### config.mk
export PLATFORM = sky130hd
export DESIGN_NAME = pip_front
export DESIGN_NICKNAME = d
export VERILOG_FILES = /design/src/rtl/pip_pkg.sv /design/src/rtl/pip_front.sv
export SDC_FILE = /design/constraint.sdc
export NUM_CORES = 1
export LEC_CHECK = 0
export BUFFER_PORTS_ARGS = -buffer_cell sky130_fd_sc_hd__buf_2
export CORE_MARGIN = 3
export CORE_UTILIZATION = 35
export CTS_CLUSTER_SIZE = 20
export DETAILED_ROUTE_END_ITERATION = 10
export SYNTH_ARGS = -nofsm -noshare
export SYNTH_HDL_FRONTEND = slang
export SYNTH_SLANG_ARGS = --single-unit
export TNS_END_PERCENT = 1
### constraint.sdc
create_clock -name clk_i -period 6.9 [get_ports clk_i]
set_input_delay 0.345 -clock clk_i [delete_from_list [all_inputs] [get_ports clk_i]]
set_output_delay 0.345 -clock clk_i [all_outputs]
set_load 0.1 [all_outputs]
### src/rtl/pip_pkg.sv
// ----------------------------------------------------------------------------
// pip_pkg
// shared types and constants of the point in polygon tester
// ----------------------------------------------------------------------------
`default_nettype none

package pip_pkg;

  localparam int unsigned HELD_W   = 7;
  localparam int unsigned ACTION_W = 2;
  localparam int unsigned QDEPTH   = 2;
  localparam int unsigned QPTR_W   = $clog2(QDEPTH);
  localparam int unsigned QFILL_W  = $clog2(QDEPTH + 1);

  localparam logic [ACTION_W-1:0] ACT_CLEAR  = 2'd0;
  localparam logic [ACTION_W-1:0] ACT_APPEND = 2'd1;
  localparam logic [ACTION_W-1:0] ACT_TEST   = 2'd2;
  localparam logic [ACTION_W-1:0] ACT_NONE   = 2'd3;

  typedef enum logic [1:0] {
    OP_CLEAR,
    OP_APPEND,
    OP_TEST,
    OP_STATUS
  } op_e;

  typedef enum logic [1:0] {
    ST_IDLE,
    ST_WALK,
    ST_DRAIN
  } st_e;

endpackage

`default_nettype wire

### src/rtl/pip_front.sv
// ----------------------------------------------------------------------------
// pip_front
// decodes each request and queues it for the polygon engine
// ----------------------------------------------------------------------------
`default_nettype none

module pip_front import pip_pkg::*; #(
  parameter int unsigned COORD_WIDTH = 32
) (
  input  logic                          clk_i,
  input  logic                          rst_ni,
  input  logic                          start_i,
  output logic                          busy_o,
  input  logic [ACTION_W-1:0]           action_i,
  input  logic signed [COORD_WIDTH-1:0] x_coord_i,
  input  logic signed [COORD_WIDTH-1:0] y_coord_i,
  output logic                          cmd_vld_o,
  output op_e                           cmd_op_o,
  output logic signed [COORD_WIDTH-1:0] cmd_x_o,
  output logic signed [COORD_WIDTH-1:0] cmd_y_o,
  input  logic                          pop_i
);

  op_e                          op_q [QDEPTH];
  logic signed [COORD_WIDTH-1:0] x_q [QDEPTH];
  logic signed [COORD_WIDTH-1:0] y_q [QDEPTH];
  logic [QPTR_W-1:0]            wr_ptr_q, wr_ptr_d;
  logic [QPTR_W-1:0]            rd_ptr_q, rd_ptr_d;
  logic [QFILL_W-1:0]           fill_q, fill_d;
  logic                         push;
  op_e                          op_dec;

  always_comb begin
    unique case (action_i)
      ACT_CLEAR:  op_dec = OP_CLEAR;
      ACT_APPEND: op_dec = OP_APPEND;
      ACT_TEST:   op_dec = OP_TEST;
      ACT_NONE:   op_dec = OP_STATUS;
      default:    op_dec = OP_STATUS;
    endcase
  end

  assign busy_o    = (fill_q == QFILL_W'(QDEPTH));
  assign push      = start_i && !busy_o;
  assign cmd_vld_o = (fill_q != '0);
  assign cmd_op_o  = op_q[rd_ptr_q];
  assign cmd_x_o   = x_q[rd_ptr_q];
  assign cmd_y_o   = y_q[rd_ptr_q];

  always_comb begin
    wr_ptr_d = wr_ptr_q;
    rd_ptr_d = rd_ptr_q;
    fill_d   = fill_q;
    if (push) begin
      wr_ptr_d = (wr_ptr_q == QPTR_W'(QDEPTH - 1)) ? '0 : wr_ptr_q + 1'b1;
    end
    if (pop_i) begin
      rd_ptr_d = (rd_ptr_q == QPTR_W'(QDEPTH - 1)) ? '0 : rd_ptr_q + 1'b1;
    end
    case ({push, pop_i})
      2'b10:   fill_d = fill_q + 1'b1;
      2'b01:   fill_d = fill_q - 1'b1;
      default: fill_d = fill_q;
    endcase
  end

  always_ff @(posedge clk_i or negedge rst_ni) begin
    if (!rst_ni) begin
      wr_ptr_q <= '0;
      rd_ptr_q <= '0;
      fill_q   <= '0;
    end else begin
      wr_ptr_q <= wr_ptr_d;
      rd_ptr_q <= rd_ptr_d;
      fill_q   <= fill_d;
    end
  end

  always_ff @(posedge clk_i) begin
    if (push) begin
      op_q[wr_ptr_q] <= op_dec;
      x_q[wr_ptr_q]  <= x_coord_i;
      y_q[wr_ptr_q]  <= y_coord_i;
    end
  end

`ifndef SYNTH
  a_pop_nonempty: assert property (@(posedge clk_i) disable iff (!rst_ni)
    pop_i |-> fill_q != '0)
    else $error("request popped from empty queue");

  a_fill_bound: assert property (@(posedge clk_i) disable iff (!rst_ni)
    (fill_q == QFILL_W'(QDEPTH)) |=> !$past(push))
    else $error("request pushed into full queue");
`endif

endmodule

`default_nettype wire

==> flow_summary.yaml <==
outcome:
  run_status: "completed"
timing:
  min_period_ns: 2.71
  worst-slew-pin-transition_ns: 1.09
  fin_setup_tns_ns: 0
  finalMaxSlewViolations: 0
  top_achievable_clock_speed_ghz: 0.369
  grt_setup_unrepaired: "false"
  finalCritPeriodShare_pct: 39.2
  max_slew_margin_pct: 27.4
  final.setup_skew_ns: 0.00907
  setup_viol_count_final: 0
  hold_viol_final: 0
setup_path:
  critPathRequiredTime_ns: 6.55
  path_max_fanout: 67
  timing.critical_path.arrival_ns: 2.36
  critical_path.startpoint_type: "flip-flop"
  timing.critical_path.to_type: "output port"
  worst_r2r_startpoint: "fill_q[0]"
  category_of_the_most_critical_setup_path: "flip-flop to output port"
  critical_path.reg2reg.endpoint: "y_q[0][25]"
  r2r_cells: 4
  timing.reg2reg.setup_slack_ns: 4.49
clock_network:
  clk_pin_slew_worst_paths_ns: 0.05
  cts.path.max_buffers: 2
  maximum_level_of_the_cts_h_tree: 4
  cts-resized-gates: 0
  clock_root_buffer_master: "clkbuf_16"
  post_cts.repair.setup_buffers: 0
  clkLatencyLatePin_ns: 0.41
  ctsHoldBuffers: 1
  cts_tree: "done"
  tritoncts.num_buffers: 17
  cts_sinks: 136
synthesis:
  synthMostInstantiatedCell: "edfxtp_1"
  synth_seq_cells: 136
  synth_edf_count: 132
  cell_variety_after_synth: 17
  synthDominantCellAreaShare_pct: 78.1
  synth-seq-area-share_pct: 80.1
  yosys_most_used_dff: "edfxtp_1"
  syn_inst: 224
  synthesis.nets: 295
  commonest_cells_post_synth: "edfxtp_1 (132), mux2_2 (36), mux2_4 (30)"
  avgSynthCellArea_um2: 22.7
  mappedNetlistArea_mm2: 0.00507
  synth.top_cells.by_area: "edfxtp_1 (78%), mux2_4 (8.9%), mux2_2 (8.0%)"
  yosys.area.top_type: "edfxtp_1"
  yosysWarnings: 0
  async_flop_share_pct: 2.94
grt:
  global_route_wire_length_before_repair_um: 13700
  antenna_violations_before_repair: 0
  overflow_after_grt: 0
  overall_global_routing_usage_pct: 11.4
  grt_pass1_vias: 2679
  maximum_number_of_pins_on_one_net_before_global_route_repair: 68
placement:
  place.port_buffers: 137
  dp_hpwl_um: 5410
  globalplace.congestion: 0.717
  place_area_mm2: 0.00594
cells_and_area:
  layout-drive-gt1-share_pct: 60.6
  fin_nets: 444
  num_antenna_cells: 0
  stdcell_area_mm2: 0.00653
  area_delta_synth_final_pct: 28.6
drt:
  drtIter0Drc: 101
  drt_pass1_iterations: 4
  vias: 2532
  totalWireLength_um: 8800
  via_per_inst: 4.47
  drt_drc_violations_left: 0
  avgRoutedWirePerCell_um: 15.6
  drt.antenna.violating_nets: 0
die:
  core_area_mm2: 0.0140
  die_area_mm2: 0.0160
  io_pins: 138
  initial_utilization_pct: 36.1
  die_y_um: 126
  placement_rows: 43
  die_width_um: 126
run:
  maxCapViolations: 0
hold_path:
  hold_end: "y_q[0][3]"
  whs_path_depth: 1
  worstHoldPathType: "primary input to flip-flop"
  hold_path.startpoint: "y_coord_i[3]"
[worst max-delay path, stage by stage, from the launching register on]
cell	delay, ns
dfrtp_4	1.14
mux2_2	0.34
buf_2	0.43
[logic make-up (layout without fill, tap and decap cells)]
logic type / Yosys count / after routing / share of synthesized area (%)
buf+inv: 10 / 172 / 1.33
simple gates: 6 / 6 / 0.592
flops: 136 / 136 / 80.1
xor+xnor: 5 / 5 / 0.863
fa+ha+maj: 1 / 1 / 0.247
mux: 66 / 66 / 16.9
[cell type report]
class	count	area, um2
clock buffer	21	440
clock inverter	11	130
fill	1225	7520
inverter	1	3.75
multi-input combinational	78	955
sequential	136	4070
tap	180	225
timing repair buffer	139	703
[placed cells by master, fill, tap and decap left out]
cell type	n
bufinv_16	3
buf_2	137
clkbuf_16	17
dlygate4sd3_1	1
nor2_1	1
nor2_4	1
clkinv_1	2
nand2b_1	1
ha_1	1
edfxtp_1	132
dfrtp_4	1
mux2_2	36
buf_4	1
clkbuf_1	4
or2_2	1
nand2_1	1
mux2_4	30
dfrtp_1	3
clkinv_2	5
and3_4	1
inv_1	1
xnor2_1	3
clkinvlp_4	1
xor2_1	2
[worst max path at each step]
| stage | from | to | slack [ns] | cells after the start |
|---|---|---|---|---|
| final | rd_ptr_q | cmd_y_o[29] | 4.19 | 2 |
| after global routing | rd_ptr_q | cmd_y_o[19] | 4.06 | 2 |
| after CTS | rd_ptr_q | cmd_y_o[29] | 4.12 | 2 |
| after detailed placement | fill_q[0] | x_q[0][24] | 4.42 | 4 |
| after global placement | fill_q[0] | x_q[0][17] | 4.49 | 4 |
| after floorplan | fill_q[0] | op_q[0][0] | 3.02 | 3 |
[routing by layer]
| metal | vias to the layer above | track usage (%) | part of all wire, % |
|---|---|---|---|
| li1 | 1176 | - | - |
| met4 | 0 | 4.92 | 1.4 |
| met5 | - | 0 | 0 |
| met3 | 12 | 5.56 | 8.9 |
| met2 | 104 | 17.8 | 49 |
| met1 | 1240 | 13.3 | 41 |
[registers in the layout, summed over array words and instances, names as in the netlist]
| register | cells |
|---|---|
| wr_ptr_q | 1 |
| fill_q | 2 |
| rd_ptr_q | 1 |
| x_q | 64 |
| op_q | 4 |
| y_q | 64 |
[per-stage QoR]
stage,setup slack [ns],cells,hold slack (ns),utilization [%]
2_1_floorplan,3.02,224,0.0494,-
3_3_place_gp,4.49,533,0.156,42.3
3_5_place_dp,4.42,533,0.160,42.3
4_1_cts,4.12,566,0.0953,46.5
5_1_grt,4.06,566,0.0995,46.5
6_report,4.19,566,0.118,46.5
Power is left out: the tool's default activity adds up to more than one toggle a clock period on the data nets, which glitch-free logic cannot reach.
